### src/rtl/bext_pkg.sv
// shared types and constants for the border extension offset table core
// no dependencies; every other file refers to it by scoped names
package bext_pkg;

   localparam int unsigned LEN_W     = 16;
   localparam int unsigned STRIDE_W  = 16;
   localparam int unsigned WIN_W     = 8;
   localparam int unsigned ROW_W     = 8;
   localparam int unsigned MODE_W    = 3;
   localparam int unsigned POS_W     = 17;
   localparam int unsigned COORD_W   = 19;
   localparam int unsigned MOD_W     = 17;
   localparam int unsigned MOD_STEPS = 9;
   localparam int unsigned OFF_W     = 33;
   localparam int unsigned OP_W      = 20;
   localparam int unsigned CSR_IDX_W = 2;
   localparam int unsigned CSR_DAT_W = 16;

   localparam logic [CSR_IDX_W-1:0] CSR_AXIS_LENGTH = 2'd0;
   localparam logic [CSR_IDX_W-1:0] CSR_AXIS_STRIDE = 2'd1;
   localparam logic [CSR_IDX_W-1:0] CSR_WINDOW_SIZE = 2'd2;
   localparam logic [CSR_IDX_W-1:0] CSR_EXTEND_MODE = 2'd3;

   typedef enum logic [MODE_W-1:0] {
      EXT_CONSTANT  = 3'd0,
      EXT_EDGE      = 3'd1,
      EXT_WRAP      = 3'd2,
      EXT_SYMMETRIC = 3'd3,
      EXT_REFLECT   = 3'd4
   } ext_mode_type;

   // effective configuration: length already masked and forced nonzero,
   // window already clamped
   typedef struct packed {
      logic [LEN_W-1:0]    length;
      logic [STRIDE_W-1:0] stride;
      logic [WIN_W-1:0]    window;
      logic [MODE_W-1:0]   mode;
   } cfg_type;

   typedef struct packed {
      logic                       neg;
      logic                       in_range;
      logic signed [COORD_W-1:0]  coord;
      logic [POS_W-1:0]           pos;
      logic [MOD_W-1:0]           period;
      logic [MOD_W-1:0]           rem;
   } lane_type;

endpackage

### src/rtl/bext_csr.sv
// configuration registers with the length mask and window clamp applied
// depends on bext_pkg
module bext_csr #(
   parameter int unsigned MAX_WINDOW  = 255,
   parameter int unsigned LENGTH_BITS = 16
) (
   input  logic                            clock,
   input  logic                            reset,
   input  logic                            csr_valid,
   output logic                            csr_ready,
   input  logic [bext_pkg::CSR_IDX_W-1:0]  csr_index,
   input  logic [bext_pkg::CSR_DAT_W-1:0]  csr_data,
   output bext_pkg::cfg_type               cfg
);

   localparam int unsigned LW = (LENGTH_BITS < bext_pkg::LEN_W) ? LENGTH_BITS : bext_pkg::LEN_W;

   logic [LW-1:0]                     length_ff, length_in;
   logic [bext_pkg::STRIDE_W-1:0]     stride_ff, stride_in;
   logic [bext_pkg::WIN_W-1:0]        window_ff, window_in;
   logic [bext_pkg::MODE_W-1:0]       mode_ff, mode_in;
   logic                              wr;

   assign csr_ready = 1'b1;
   assign wr        = csr_valid & csr_ready;

   always_comb begin
      length_in = length_ff;
      stride_in = stride_ff;
      window_in = window_ff;
      mode_in   = mode_ff;
      if (wr) begin
         case (csr_index)
            bext_pkg::CSR_AXIS_LENGTH: length_in = csr_data[LW-1:0];
            bext_pkg::CSR_AXIS_STRIDE: stride_in = csr_data[bext_pkg::STRIDE_W-1:0];
            bext_pkg::CSR_WINDOW_SIZE: window_in = csr_data[bext_pkg::WIN_W-1:0];
            bext_pkg::CSR_EXTEND_MODE: mode_in   = csr_data[bext_pkg::MODE_W-1:0];
            default: ;
         endcase
      end
   end

   always_ff @(posedge clock) begin
      if (reset) begin
         length_ff <= LW'(1);
         stride_ff <= bext_pkg::STRIDE_W'(1);
         window_ff <= bext_pkg::WIN_W'(5);
         mode_ff   <= bext_pkg::MODE_W'(bext_pkg::EXT_CONSTANT);
      end else begin
         length_ff <= length_in;
         stride_ff <= stride_in;
         window_ff <= window_in;
         mode_ff   <= mode_in;
      end
   end

   always_comb begin
      cfg.length = (length_ff == '0) ? bext_pkg::LEN_W'(1) : bext_pkg::LEN_W'(length_ff);
      cfg.stride = stride_ff;
      cfg.window = (window_ff > bext_pkg::WIN_W'(MAX_WINDOW)) ?
                   bext_pkg::WIN_W'(MAX_WINDOW) : window_ff;
      cfg.mode   = mode_ff;
   end

endmodule

### src/rtl/bext_front.sv
// front stages: window position, tap coordinate, period and first reduction
// depends on bext_pkg
module bext_front (
   input  logic                          clock,
   input  logic                          reset,
   input  logic                          in_valid,
   input  logic [bext_pkg::ROW_W-1:0]    in_row,
   input  logic [bext_pkg::ROW_W-1:0]    in_tap,
   input  bext_pkg::cfg_type             cfg,
   output logic                          out_valid,
   output bext_pkg::lane_type            out_lane
);

   logic                                 v1_ff, v2_ff, v3_ff;
   logic [bext_pkg::ROW_W-1:0]           row_ff, tap_ff;
   logic [bext_pkg::WIN_W-2:0]           centre;
   logic [bext_pkg::POS_W-1:0]           pos_in, pos_ff;
   logic signed [bext_pkg::COORD_W-1:0]  coord_in, coord_ff;
   logic [bext_pkg::MOD_W-1:0]           period, mag;
   bext_pkg::lane_type                   lane_in, lane_ff;

   // stage 1: capture the transaction
   always_ff @(posedge clock) begin
      if (reset) v1_ff <= 1'b0;
      else       v1_ff <= in_valid;
      row_ff <= in_row;
      tap_ff <= in_tap;
   end

   // rows past the centre jump to the high edge when the axis fits the window
   always_comb begin
      centre = cfg.window[bext_pkg::WIN_W-1:1];
      if ((row_ff > {1'b0, centre}) && (cfg.length >= bext_pkg::LEN_W'(cfg.window)))
         pos_in = bext_pkg::POS_W'(cfg.length) - bext_pkg::POS_W'(cfg.window)
                + bext_pkg::POS_W'(row_ff);
      else
         pos_in = bext_pkg::POS_W'(row_ff);
      coord_in = $signed({11'b0, tap_ff}) - $signed({12'b0, centre})
               + $signed({2'b0, pos_in});
   end

   // stage 2
   always_ff @(posedge clock) begin
      if (reset) v2_ff <= 1'b0;
      else       v2_ff <= v1_ff;
      pos_ff   <= pos_in;
      coord_ff <= coord_in;
   end

   always_comb begin
      case (cfg.mode)
         bext_pkg::EXT_SYMMETRIC: period = {cfg.length, 1'b0};
         bext_pkg::EXT_REFLECT:   period = {cfg.length, 1'b0} - bext_pkg::MOD_W'(2);
         default:                 period = {1'b0, cfg.length};
      endcase
      lane_in.neg      = coord_ff[bext_pkg::COORD_W-1];
      lane_in.in_range = !coord_ff[bext_pkg::COORD_W-1]
                         && (coord_ff < $signed({3'b0, cfg.length}));
      lane_in.coord    = coord_ff;
      lane_in.pos      = pos_ff;
      lane_in.period   = period;
      mag = coord_ff[bext_pkg::COORD_W-1] ? bext_pkg::MOD_W'(-coord_ff)
                                          : coord_ff[bext_pkg::MOD_W-1:0];
      // a positive coordinate exceeds the period by at most a few hundred
      if (!coord_ff[bext_pkg::COORD_W-1] && (mag >= period))
         lane_in.rem = mag - period;
      else
         lane_in.rem = mag;
   end

   // stage 3
   always_ff @(posedge clock) begin
      if (reset) v3_ff <= 1'b0;
      else       v3_ff <= v2_ff;
      lane_ff <= lane_in;
   end

   assign out_valid = v3_ff;
   assign out_lane  = lane_ff;

endmodule

### src/rtl/bext_mod_step.sv
// one restoring step of the remainder unit: subtract period << SHIFT if it fits
// depends on bext_pkg
module bext_mod_step #(
   parameter int unsigned SHIFT = 0
) (
   input  logic                clock,
   input  logic                reset,
   input  logic                in_valid,
   input  bext_pkg::lane_type  in_lane,
   output logic                out_valid,
   output bext_pkg::lane_type  out_lane
);

   localparam int unsigned WIDE_W = bext_pkg::MOD_W + bext_pkg::MOD_STEPS - 1;

   logic [WIDE_W-1:0]   shifted;
   logic                valid_ff;
   bext_pkg::lane_type  lane_in, lane_ff;

   always_comb begin
      shifted = WIDE_W'(in_lane.period) << SHIFT;
      lane_in = in_lane;
      if (WIDE_W'(in_lane.rem) >= shifted)
         lane_in.rem = in_lane.rem - shifted[bext_pkg::MOD_W-1:0];
   end

   always_ff @(posedge clock) begin
      if (reset) valid_ff <= 1'b0;
      else       valid_ff <= in_valid;
      lane_ff <= lane_in;
   end

   assign out_valid = valid_ff;
   assign out_lane  = lane_ff;

endmodule

### src/rtl/bext_back.sv
// back stages: mode fold, offset from the window position, stride multiply
// depends on bext_pkg
module bext_back (
   input  logic                                clock,
   input  logic                                reset,
   input  logic                                in_valid,
   input  bext_pkg::lane_type                  in_lane,
   input  bext_pkg::cfg_type                   cfg,
   output logic                                out_valid,
   output logic signed [bext_pkg::OFF_W-1:0]   out_offset,
   output logic                                out_fill
);

   logic [bext_pkg::MOD_W-1:0]            rr;
   logic signed [bext_pkg::COORD_W-1:0]   folded, diff;
   logic                                  fill_in, fill1_ff, fill2_ff;
   logic signed [bext_pkg::OP_W-1:0]      op_in, op_ff;
   logic                                  v1_ff, v2_ff;
   logic signed [bext_pkg::STRIDE_W:0]    stride_s;
   logic signed [bext_pkg::OP_W+bext_pkg::STRIDE_W:0] prod;
   logic signed [bext_pkg::OFF_W-1:0]     offset_ff;

   always_comb begin
      // negative coordinates were reduced by magnitude
      rr = (in_lane.neg && (in_lane.rem != '0)) ? in_lane.period - in_lane.rem
                                                : in_lane.rem;
      fill_in = 1'b0;
      folded = '0;
      case (cfg.mode)
         bext_pkg::EXT_CONSTANT: begin
            fill_in = 1'b1;
            folded  = '0;
         end
         bext_pkg::EXT_EDGE:
            folded = in_lane.neg ? '0 : $signed({3'b0, cfg.length}) - 19'sd1;
         bext_pkg::EXT_WRAP:
            folded = $signed({2'b0, rr});
         bext_pkg::EXT_SYMMETRIC:
            folded = (rr >= bext_pkg::MOD_W'(cfg.length)) ?
                     $signed({2'b0, in_lane.period - rr - bext_pkg::MOD_W'(1)}) :
                     $signed({2'b0, rr});
         bext_pkg::EXT_REFLECT:
            if (cfg.length == bext_pkg::LEN_W'(1))
               folded = '0;
            else if (rr >= bext_pkg::MOD_W'(cfg.length))
               folded = $signed({2'b0, in_lane.period - rr});
            else
               folded = $signed({2'b0, rr});
         default:
            folded = -19'sd1;
      endcase
      if (in_lane.in_range) begin
         folded  = in_lane.coord;
         fill_in = 1'b0;
      end
      diff  = folded - $signed({2'b0, in_lane.pos});
      op_in = fill_in ? $signed({4'b0, cfg.length}) : bext_pkg::OP_W'(diff);
   end

   always_ff @(posedge clock) begin
      if (reset) v1_ff <= 1'b0;
      else       v1_ff <= in_valid;
      op_ff    <= op_in;
      fill1_ff <= fill_in;
   end

   assign stride_s = $signed({1'b0, cfg.stride});
   assign prod     = op_ff * stride_s;

   always_ff @(posedge clock) begin
      if (reset) v2_ff <= 1'b0;
      else       v2_ff <= v1_ff;
      offset_ff <= prod[bext_pkg::OFF_W-1:0];
      fill2_ff  <= fill1_ff;
   end

   assign out_valid  = v2_ff;
   assign out_offset = offset_ff;
   assign out_fill   = fill2_ff;

endmodule

### src/rtl/border_extension_offset_table_core.sv
// Window offset table entry generator with border extension (constant, edge,
// wrap, symmetric, reflect). A transaction is taken on every cycle that start
// is high; busy is always low. Each result appears on rsp_offset/rsp_is_fill
// with rsp_valid high for one cycle, in order, one per cycle; the receiver
// cannot stall, so results must be taken when shown. Each transaction passes
// three front stages, the nine-stage remainder pipeline used by the wrap,
// symmetric and reflect modes and two back stages, 14 register stages in all.
// Configuration writes are always ready and take effect once registered;
// write them only while no transaction is in flight.
module border_extension_offset_table_core #(
   parameter int unsigned MAX_WINDOW  = 255,
   parameter int unsigned LENGTH_BITS = 16
) (
   input  logic                                clock,
   input  logic                                reset,
   input  logic                                start,
   output logic                                busy,
   input  logic [bext_pkg::ROW_W-1:0]          req_row,
   input  logic [bext_pkg::ROW_W-1:0]          req_tap,
   output logic                                rsp_valid,
   output logic signed [bext_pkg::OFF_W-1:0]   rsp_offset,
   output logic                                rsp_is_fill,
   input  logic                                csr_valid,
   output logic                                csr_ready,
   input  logic [bext_pkg::CSR_IDX_W-1:0]      csr_index,
   input  logic [bext_pkg::CSR_DAT_W-1:0]      csr_data
);

   bext_pkg::cfg_type   cfg;
   logic                accept;
   logic                lane_valid [0:bext_pkg::MOD_STEPS];
   bext_pkg::lane_type  lane       [0:bext_pkg::MOD_STEPS];

   assign busy   = 1'b0;
   assign accept = start & ~busy;

   bext_csr #(
      .MAX_WINDOW  (MAX_WINDOW),
      .LENGTH_BITS (LENGTH_BITS)
   ) u_csr (
      .clock     (clock),
      .reset     (reset),
      .csr_valid (csr_valid),
      .csr_ready (csr_ready),
      .csr_index (csr_index),
      .csr_data  (csr_data),
      .cfg       (cfg)
   );

   bext_front u_front (
      .clock     (clock),
      .reset     (reset),
      .in_valid  (accept),
      .in_row    (req_row),
      .in_tap    (req_tap),
      .cfg       (cfg),
      .out_valid (lane_valid[0]),
      .out_lane  (lane[0])
   );

   // most significant quotient bit first
   for (genvar k = 0; k < bext_pkg::MOD_STEPS; k++) begin : g_mod
      bext_mod_step #(
         .SHIFT (bext_pkg::MOD_STEPS - 1 - k)
      ) u_step (
         .clock     (clock),
         .reset     (reset),
         .in_valid  (lane_valid[k]),
         .in_lane   (lane[k]),
         .out_valid (lane_valid[k+1]),
         .out_lane  (lane[k+1])
      );
   end

   bext_back u_back (
      .clock      (clock),
      .reset      (reset),
      .in_valid   (lane_valid[bext_pkg::MOD_STEPS]),
      .in_lane    (lane[bext_pkg::MOD_STEPS]),
      .cfg        (cfg),
      .out_valid  (rsp_valid),
      .out_offset (rsp_offset),
      .out_fill   (rsp_is_fill)
   );

endmodule
### config.mk
export PLATFORM = sky130hd
export DESIGN_NAME = border_extension_offset_table_core
export DESIGN_NICKNAME = d
export VERILOG_FILES = /design/src/rtl/bext_pkg.sv /design/src/rtl/bext_csr.sv /design/src/rtl/bext_front.sv /design/src/rtl/bext_mod_step.sv /design/src/rtl/bext_back.sv /design/src/rtl/border_extension_offset_table_core.sv
export SDC_FILE = /design/constraint.sdc
export NUM_CORES = 2
export LEC_CHECK = 0
export ABC_CLOCK_PERIOD_IN_PS = 10910
export BUFFER_PORTS_ARGS = -buffer_cell sky130_fd_sc_hd__buf_4
export CAP_MARGIN = 40
export CELL_PAD_IN_SITES_DETAIL_PLACEMENT = 0
export CELL_PAD_IN_SITES_GLOBAL_PLACEMENT = 1
export CORE_MARGIN = 2
export CORE_UTILIZATION = 54
export DETAILED_ROUTE_END_ITERATION = 10
export GPL_TIMING_DRIVEN = 0
export MAX_ROUTING_LAYER = met4
export PLACE_DENSITY_LB_ADDON = 0.1
export SLEW_MARGIN = 20
export SYNTH_ARGS = -nofsm -noshare
export SYNTH_HDL_FRONTEND = slang
export SYNTH_SLANG_ARGS = --single-unit
### constraint.sdc
create_clock -name clock -period 10.91 [get_ports clock]
set_input_delay 2.182 -clock clock [delete_from_list [all_inputs] [get_ports clock]]
set_output_delay 2.182 -clock clock [all_outputs]
set_load 0.02 [all_outputs]
# Yosys cells after proc, flatten, opt, wreduce, memory -nomap -nowiden
# Cells that the tools add are included.
dict set report word_totals {
  wordCells 170
  ff_bits 883
}
dict set report classes {
  mul 1
  magnitude_cmp 15
  muxes 25
  add_sub_neg 21
  n_eq_ne 8
  n_reduce_logical 13
}
# cell n
set op_table {}
lappend op_table {{$mux W17} 15}
lappend op_table {{$sub A17 B17 Y17} 12}
lappend op_table {{$pmux W19 S5} 1}
lappend op_table {{$mux W19} 3}
lappend op_table {{$ge A17 B17 Y1} 2}
lappend op_table {{$pmux W17 S2} 1}
lappend op_table {{$mul A19 B17 Y33} 1}
lappend op_table {{$mux W16} 2}
lappend op_table {{$ge A17 B25 Y1} 1}
lappend op_table {{$ge A17 B24 Y1} 1}
lappend op_table {{$ge A17 B23 Y1} 1}
lappend op_table {{$ge A17 B22 Y1} 1}
lappend op_table {{$ge A17 B21 Y1} 1}
lappend op_table {{$ge A17 B20 Y1} 1}
lappend op_table {{$add A19 B18 Y19} 1}
lappend op_table {{$ge A17 B19 Y1} 1}
lappend op_table {{$lt A19 B17 Y1} 1}
lappend op_table {{$sub A19 B18 Y19} 1}
lappend op_table {{$ge A17 B18 Y1} 1}
lappend op_table {{$add A17 B8 Y17} 1}
lappend op_table {{$ge A17 B16 Y1} 1}
lappend op_table {{$neg A17 Y17} 1}
lappend op_table {{$reduce_bool A17 Y1} 1}
lappend op_table {{$sub A16 B1 Y17 const B} 1}
lappend op_table {{21 further kinds} 30}

# Logic depth before layout (Yosys ltp)
dict set report logic_depth {
  word_depth 10
  depth_mapped 35
  mapped_depth_nobuf 34
}

# By module
# From an unflattened synthesis, not the netlist that was laid out.
dict set report unflattened {
  hier_cells 4754
  area_unflattened_um2 47100.2
}
# mod area_each_um2 n_inst seq_area_each_um2 cells_each
set by_module_without_submodules {}
lappend by_module_without_submodules {bext_back 16625.9 1 1121.1 2015}
lappend by_module_without_submodules {bext_front 7422.1 1 2522.4 813}
lappend by_module_without_submodules {{bext_mod_step at g_mod[7].u_step} 2633.8 1 1461.4 235}
lappend by_module_without_submodules {{bext_mod_step at g_mod[8].u_step} 2608.8 1 1461.4 216}
lappend by_module_without_submodules {{bext_mod_step at g_mod[6].u_step} 2591.2 1 1461.4 212}
lappend by_module_without_submodules {{bext_mod_step at g_mod[5].u_step} 2466.1 1 1461.4 197}
lappend by_module_without_submodules {{bext_mod_step at g_mod[4].u_step} 2341.0 1 1461.4 185}
lappend by_module_without_submodules {{bext_mod_step at g_mod[3].u_step} 2301.0 1 1461.4 181}
lappend by_module_without_submodules {{bext_mod_step at g_mod[2].u_step} 2219.6 1 1461.4 172}
lappend by_module_without_submodules {{bext_mod_step at g_mod[0].u_step} 2143.3 1 1461.4 165}
lappend by_module_without_submodules {{bext_mod_step at g_mod[1].u_step} 2099.5 1 1461.4 158}
lappend by_module_without_submodules {bext_csr 1636.6 1 860.8 203}
lappend by_module_without_submodules {border_extension_offset_table_core 11.3 1 0.0 2}

# Worst setup path before layout
# No wires, ideal clock.
dict set report synth_timing {
  path_kind {register to register}
  from {register g_mod[8].u_step.lane_ff, in the netlist g_mod[8].u_step.out_lane[17]}
  to {register u_back.op_ff[16] (netlist name)}
  t_arrival_ps 6045
  synth_period_minus_slack_ps 6172
  n_path_buf 1
  slack_ps 4738
  setup_ps 127
  path_stages_with_launch 36
  t_required_ps 10783
  path_cell_list {dfxtp_1 > inv_1 > ha_1 > fa_1 > nor2b_1 > o31a_1 > o41a_4 > nand2_1 > nand2b_1 > a21oi_1 > xnor2_1 > mux2_2 > ha_1 > nand4_1 > nor2_1 > o31ai_1 > o2111a_1 > o21ai_0 > nor2_1 > mux2i_4 > buf_4 > mux2i_1 > and2_1 > o22ai_1 > ha_1 > fa_1 > nand2b_1 > a21boi_0 > o21ai_0 > a21oi_1 > o21ai_0 > a21oi_1 > o41a_1 > a311oi_1 > xor2_1 > nor2_1}
}
dict set report synth_via {
  elab_chain_len 8
  word_cells_on_any_way 11
  classes_between {add/sub (4); order compare (1); mux (6)}
}
# element line_no
set synth_lines {}
lappend synth_lines {{start, declared} bext_mod_step.sv:18} ;# bext_pkg::lane_type lane_in, lane_ff;
lappend synth_lines {{start signal, assigned} bext_mod_step.sv:30} ;# lane_ff <= lane_in;
lappend synth_lines {{$sub A17 B17 Y17} bext_back.sv:25} ;# rr = (in_lane.neg && (in_lane.rem != '0)) ? in_lane.period - in_lane.rem
lappend synth_lines {{$mux W17} bext_back.sv:25}
lappend synth_lines {{$sub A17 B17 Y17 or $ge A17 B16 Y1 (tied branches)} -}
lappend synth_lines {{$sub A17 B1 Y17 or $mux W17 (tied branches)} {bext_back.sv:40, bext_back.sv:45}}
lappend synth_lines {{$mux W17 or $mux W19 (tied branches)} {bext_back.sv:39, bext_back.sv:43}}
lappend synth_lines {{$pmux W19 S5 *} bext_back.sv:29} ;# case (cfg.mode)
lappend synth_lines {{$mux W19 *} bext_back.sv:52} ;# if (in_lane.in_range) begin
lappend synth_lines {{$sub A19 B18 Y19 *} bext_back.sv:56} ;# diff = folded - $signed({2'b0, in_lane.pos});
lappend synth_lines {{end signal, assigned} bext_back.sv:63} ;# op_ff <= op_in;
lappend synth_lines {{end, declared} bext_back.sv:17} ;# logic signed [bext_pkg::OP_W-1:0] op_in, op_ff;
# Every way passes the cells marked *; elsewhere a longest branch is shown, timed or not.
# A chain may end at the register's enable or synchronous reset.

# Worst setup path in the final report
dict set report layout_timing {
  from {register u_csr.length_ff[6]}
  to {register u_front.coord_ff[16] (netlist name)}
}
dict set report layout_via {
  elab_chain_len 6
  word_cells_on_any_way 8
  classes_between {add/sub (3); order compare (1); mux (2); reduce/logical (2)}
}
# element line_no
set layout_lines {}
lappend layout_lines {{start, declared} bext_csr.sv:18} ;# logic [LW-1:0] length_ff, length_in;
lappend layout_lines {{start signal, assigned} bext_csr.sv:50} ;# length_ff <= length_in;
lappend layout_lines {{$logic_not A16 Y1} bext_csr.sv:58} ;# cfg.length = (length_ff == '0) ? bext_pkg::LEN_W'(1) : bext_pkg::LEN_W'(length_ff);
lappend layout_lines {{$mux W16 *} bext_csr.sv:58}
lappend layout_lines {{$sub A16 B8 Y17 or $ge A16 B8 Y1 (tied branches)} {bext_front.sv:34, bext_front.sv:33}}
lappend layout_lines {{$add A17 B8 Y17 or $logic_and A1 B1 Y1 (tied branches)} {bext_front.sv:35, bext_front.sv:33}}
lappend layout_lines {{$mux W17 *} bext_front.sv:33} ;# if ((row_ff > {1'b0, centre}) && (cfg.length >= bext_pkg::LEN_W'(cfg.window)))
lappend layout_lines {{via u_front.pos_in, one bit} bext_front.sv:17} ;# logic [bext_pkg::POS_W-1:0] pos_in, pos_ff;
lappend layout_lines {{$add A19 B18 Y19 *} bext_front.sv:39} ;# + $signed({2'b0, pos_in});
lappend layout_lines {{via u_front.coord_in, one bit} bext_front.sv:18} ;# logic signed [bext_pkg::COORD_W-1:0] coord_in, coord_ff;
lappend layout_lines {{end signal, assigned} bext_front.sv:47} ;# coord_ff <= coord_in;
lappend layout_lines {{end, declared} bext_front.sv:18}
# Mark *: on every way through the listed nets, which the timed path passes. The rest lies on a longest branch.

==> summary.md <==
| Metric | Value |
|---|---|
| F_max | `about 0.12 GHz` |
| Clock Skew | `between 30 and 40 ps` |
| Worst setup SP type | `flop` |
| Critical Path AT | `9140 ps` |
| Peak supply drop | `between 0.2 and 0.25 mV` |
| Worst setup EP type | `flop` |
| Setup slack, reg-to-reg | `2380 ps` |
| Final WL | `110700 µm` |
| Synth Cell Area | `around 45000 µm²` |
| Share of cells above drive strength 1 | `approximately 7.9%` |
| GRT overflow | `0` |
| Area Overhead vs Synth | `11.19%` |
| Post-DP HPWL | `slightly below 90000 µm` |
| # DRC | `0` |
| Die ar. | `85640 µm²` |
| Worst path max stage delay | `770 ps` |
| # rows | `roughly 110` |
| R2R Path End | `u_front.coord_ff[16]` |
| Most frequent cells after synthesis | `dfxtp_1, inv_1, nand2_1` |
| Netlist cell types | `96` |
| Critical Path End | `u_front.coord_ff[16]` |
| Place WS | `around 2600 ps` |
| Top delay family on crit path | `compound AO/OA/AOI/OAI gates` |
| Worst reg2reg path startpoint | `u_csr.length_ff[6]` |
| Vias/cell | `5.254` |
| Post-route cell area | `approximately 50000 µm²` |
| Critical Path Source | `u_csr.length_ff[6]` |
| Clk buf depth | `3` |
| CP max-delay cell | `nor4_1` |
| Post-Synthesis Net Count | `5247` |
| Initial drt markers | `1793` |
| PortBufs | `70` |
| R2R cell count | `29` |
| Post-synthesis sequential area ratio | `around two fifths` |
| Reg clk slew, reported paths | `around 60 ps` |
| WHS | `294.7 ps` |
| Largest cells by area after synthesis | `dfxtp_1, fa_1, ha_1` |
| Starting Density | `a little over half` |
| Hold Fails Final Rpt | `0` |
| Final min period | `between 8000 and 9000 ps` |
| Slew at the pin closest to its max-slew limit | `roughly 950 ps` |
| Yosys reg bits | `873` |
| Synth Flop Type | `dfxtp_1` |
| Setup Crit Path Kind | `reg -> reg` |
| Syn Inst Count | `4532` |
| Vias in the first global route | `about 30000` |
| Most frequent cell after synthesis | `dfxtp_1` |
| Skew-Pair Late Insertion Delay | `680 ps` |
| Antenna Nets Post-Route | `0` |
| Slew headroom | `between 30% and 40%` |
| TritonCTS clock tree | `done` |
| Final setup viols | `0` |
| Detailed-route via count | `between 30000 and 40000` |
| Async SR Flop Fraction | `0%` |
| Gpl congestion | `approximately 0.93` |
| Yosys Warn Count | `0` |
| First-pass GRT wire length | `roughly 170000 µm` |
| Critical path peak fanout | `10` |
| Slew Viols, Final | `0` |
| Initial antenna violation count | `3` |
| Yosys top cell area share | `38.85%` |
| Status | `complete, no violations` |
| Per-cell routed wire length | `around 19 µm` |
| Syn avg cell area | `approximately 10 µm²` |
| Unrepaired setup endpoints after global routing | `false` |
| Setup ws final | `approximately 2400 ps` |
| CORE AREA | `82240 µm²` |
| Pre-antenna DRT Iters | `5` |
| Clk Tree Root Cell | `clkbuf_16` |
| Number of cells on the critical path | `29` |
| Largest net degree at the start of global routing | `16` |
| Final period utilization | `between 70% and 80%` |
| Setup tns final | `0 ps` |
| CTS H-Tree Depth | `3` |
| Resize count post-CTS | `0` |
| Top cell type by total area after synthesis | `dfxtp_1` |
| Max-Cap Viols | `0` |
| Critical path buffers and inverters | `4` |
| Placed inst area | `~47000 µm²` |
| I/O pin cnt | `75` |
| CTS sink count | `873` |
| Die Ht | `292.6 µm` |
| Cts bufs inserted | `86` |
| Number of synthesized flops with an enable pin | `0` |
| LEAKAGE | `22.14 nW` |
| Die span in x | `292.6 µm` |
| Hold crit path type | `reg -> reg` |
| Post-CTS setup buffer count | `0` |
| Fin nets | `about 5400` |
| Gr usage total | `27.19%` |
| P per Cell Area | `277.0 nW/µm²` |
| Hold bufs inserted after CTS | `0` |
| Critical Path RT | `about 12000 ps` |
registers in the layout (all words and copies together), names as in the netlist, 3 cells and up:
| name | count |
|---|---|
| g_mod.u_step.out_valid | 9 |
| u_csr.window_ff | 8 |
| u_csr.length_ff | 16 |
| u_back.out_offset | 33 |
| u_front.row_ff | 8 |
| u_back.op_ff | 19 |
| u_front.tap_ff | 8 |
| u_front.pos_ff | 17 |
| u_csr.mode_ff | 3 |
| u_front.out_lane | 71 |
| g_mod.u_step.out_lane | 639 |
| u_csr.stride_ff | 16 |
| u_front.coord_ff | 19 |
through the flow:
stage               std cells  utilization (%)  power (mW)
detailed placement       5674            56.99       10.67
floorplan                4532                -       9.116
CTS                      5829            60.79       13.94
global placement         5672            56.97       10.62
global route             5832            60.82       14.90
finish                   5835            60.82       13.86
area by class of cell:
type                    instances  area, µm²
fillers                      7120      32220
multi-input cells            2886      24560
flip-flops and latches        873      17480
inverters                     649       2436
clock buffers                 110       2342
well taps                    1070       1339
clock inverters                45      779.5
repair buffers                 75      564.3
plain buffers                 124      515.5
diodes                          3      7.507
worst min-delay path by stage:
stage                                      start                            to  slack (ps)  depth (start not counted)
CTS                 g_mod[5].u_step.out_lane[46]  g_mod[6].u_step.out_lane[46]         290                          0
global placement    g_mod[3].u_step.out_lane[55]  g_mod[4].u_step.out_lane[55]         310                          0
floorplan                   u_front.out_lane[34]  g_mod[0].u_step.out_lane[34]         310                          0
finish              g_mod[5].u_step.out_lane[46]  g_mod[6].u_step.out_lane[46]         290                          0
detailed placement          u_front.out_lane[42]  g_mod[0].u_step.out_lane[42]         310                          0
global route        g_mod[3].u_step.out_lane[42]  g_mod[4].u_step.out_lane[42]         290                          0
placed cells by master, fill, tap and decap left out, types with 59 or more instances in the layout:
cell type,instances
dfxtp_1,873
inv_1,649
nand2_1,417
ha_1,367
fa_1,310
a21oi_1,210
nor2_1,201
xnor2_1,163
and2_1,147
o21ai_0,121
clkbuf_1,116
mux2_2,106
clkbuf_16,86
buf_4,80
a21o_1,79
xor2_1,74
nor2b_1,59
power breakdown:
| group | switching, mW | internal, mW | total, mW |
|---|---|---|---|
| registers | 0.544 | 4.23 | 4.78 |
| logic | 3.28 | 2.61 | 5.89 |
| clock network | 1.29 | 1.90 | 3.19 |
| total | 5.11 | 8.74 | 13.9 |
routing by layer:
layer | GRT usage (%) | routed length, µm | vias up | part of all wire, %
li1 | - | - | 15170 | -
met1 | 37.58 | 52840 | 14680 | 48
met2 | 41.75 | 49380 | 670 | 45
met3 | 3.581 | 5428 | 144 | 4.9
met4 | 8.305 | 3093 | 0 | 2.8
met5 | - | 0 | - | 0
cell families after synthesis:
group / count (synthesis) / synth area share [%]
AND/OR/NAND/NOR: 1116 / 12.03
flip-flops: 873 / 38.85
buffers and inverters: 773 / 6.560
AO/OA/AOI/OAI: 717 / 10.55
adder cells (fa/ha/maj): 677 / 24.00
XOR/XNOR: 237 / 4.614
multiplexers: 137 / 3.382
other: 2 / 0.01669
Power figures use the tool's default switching activity.
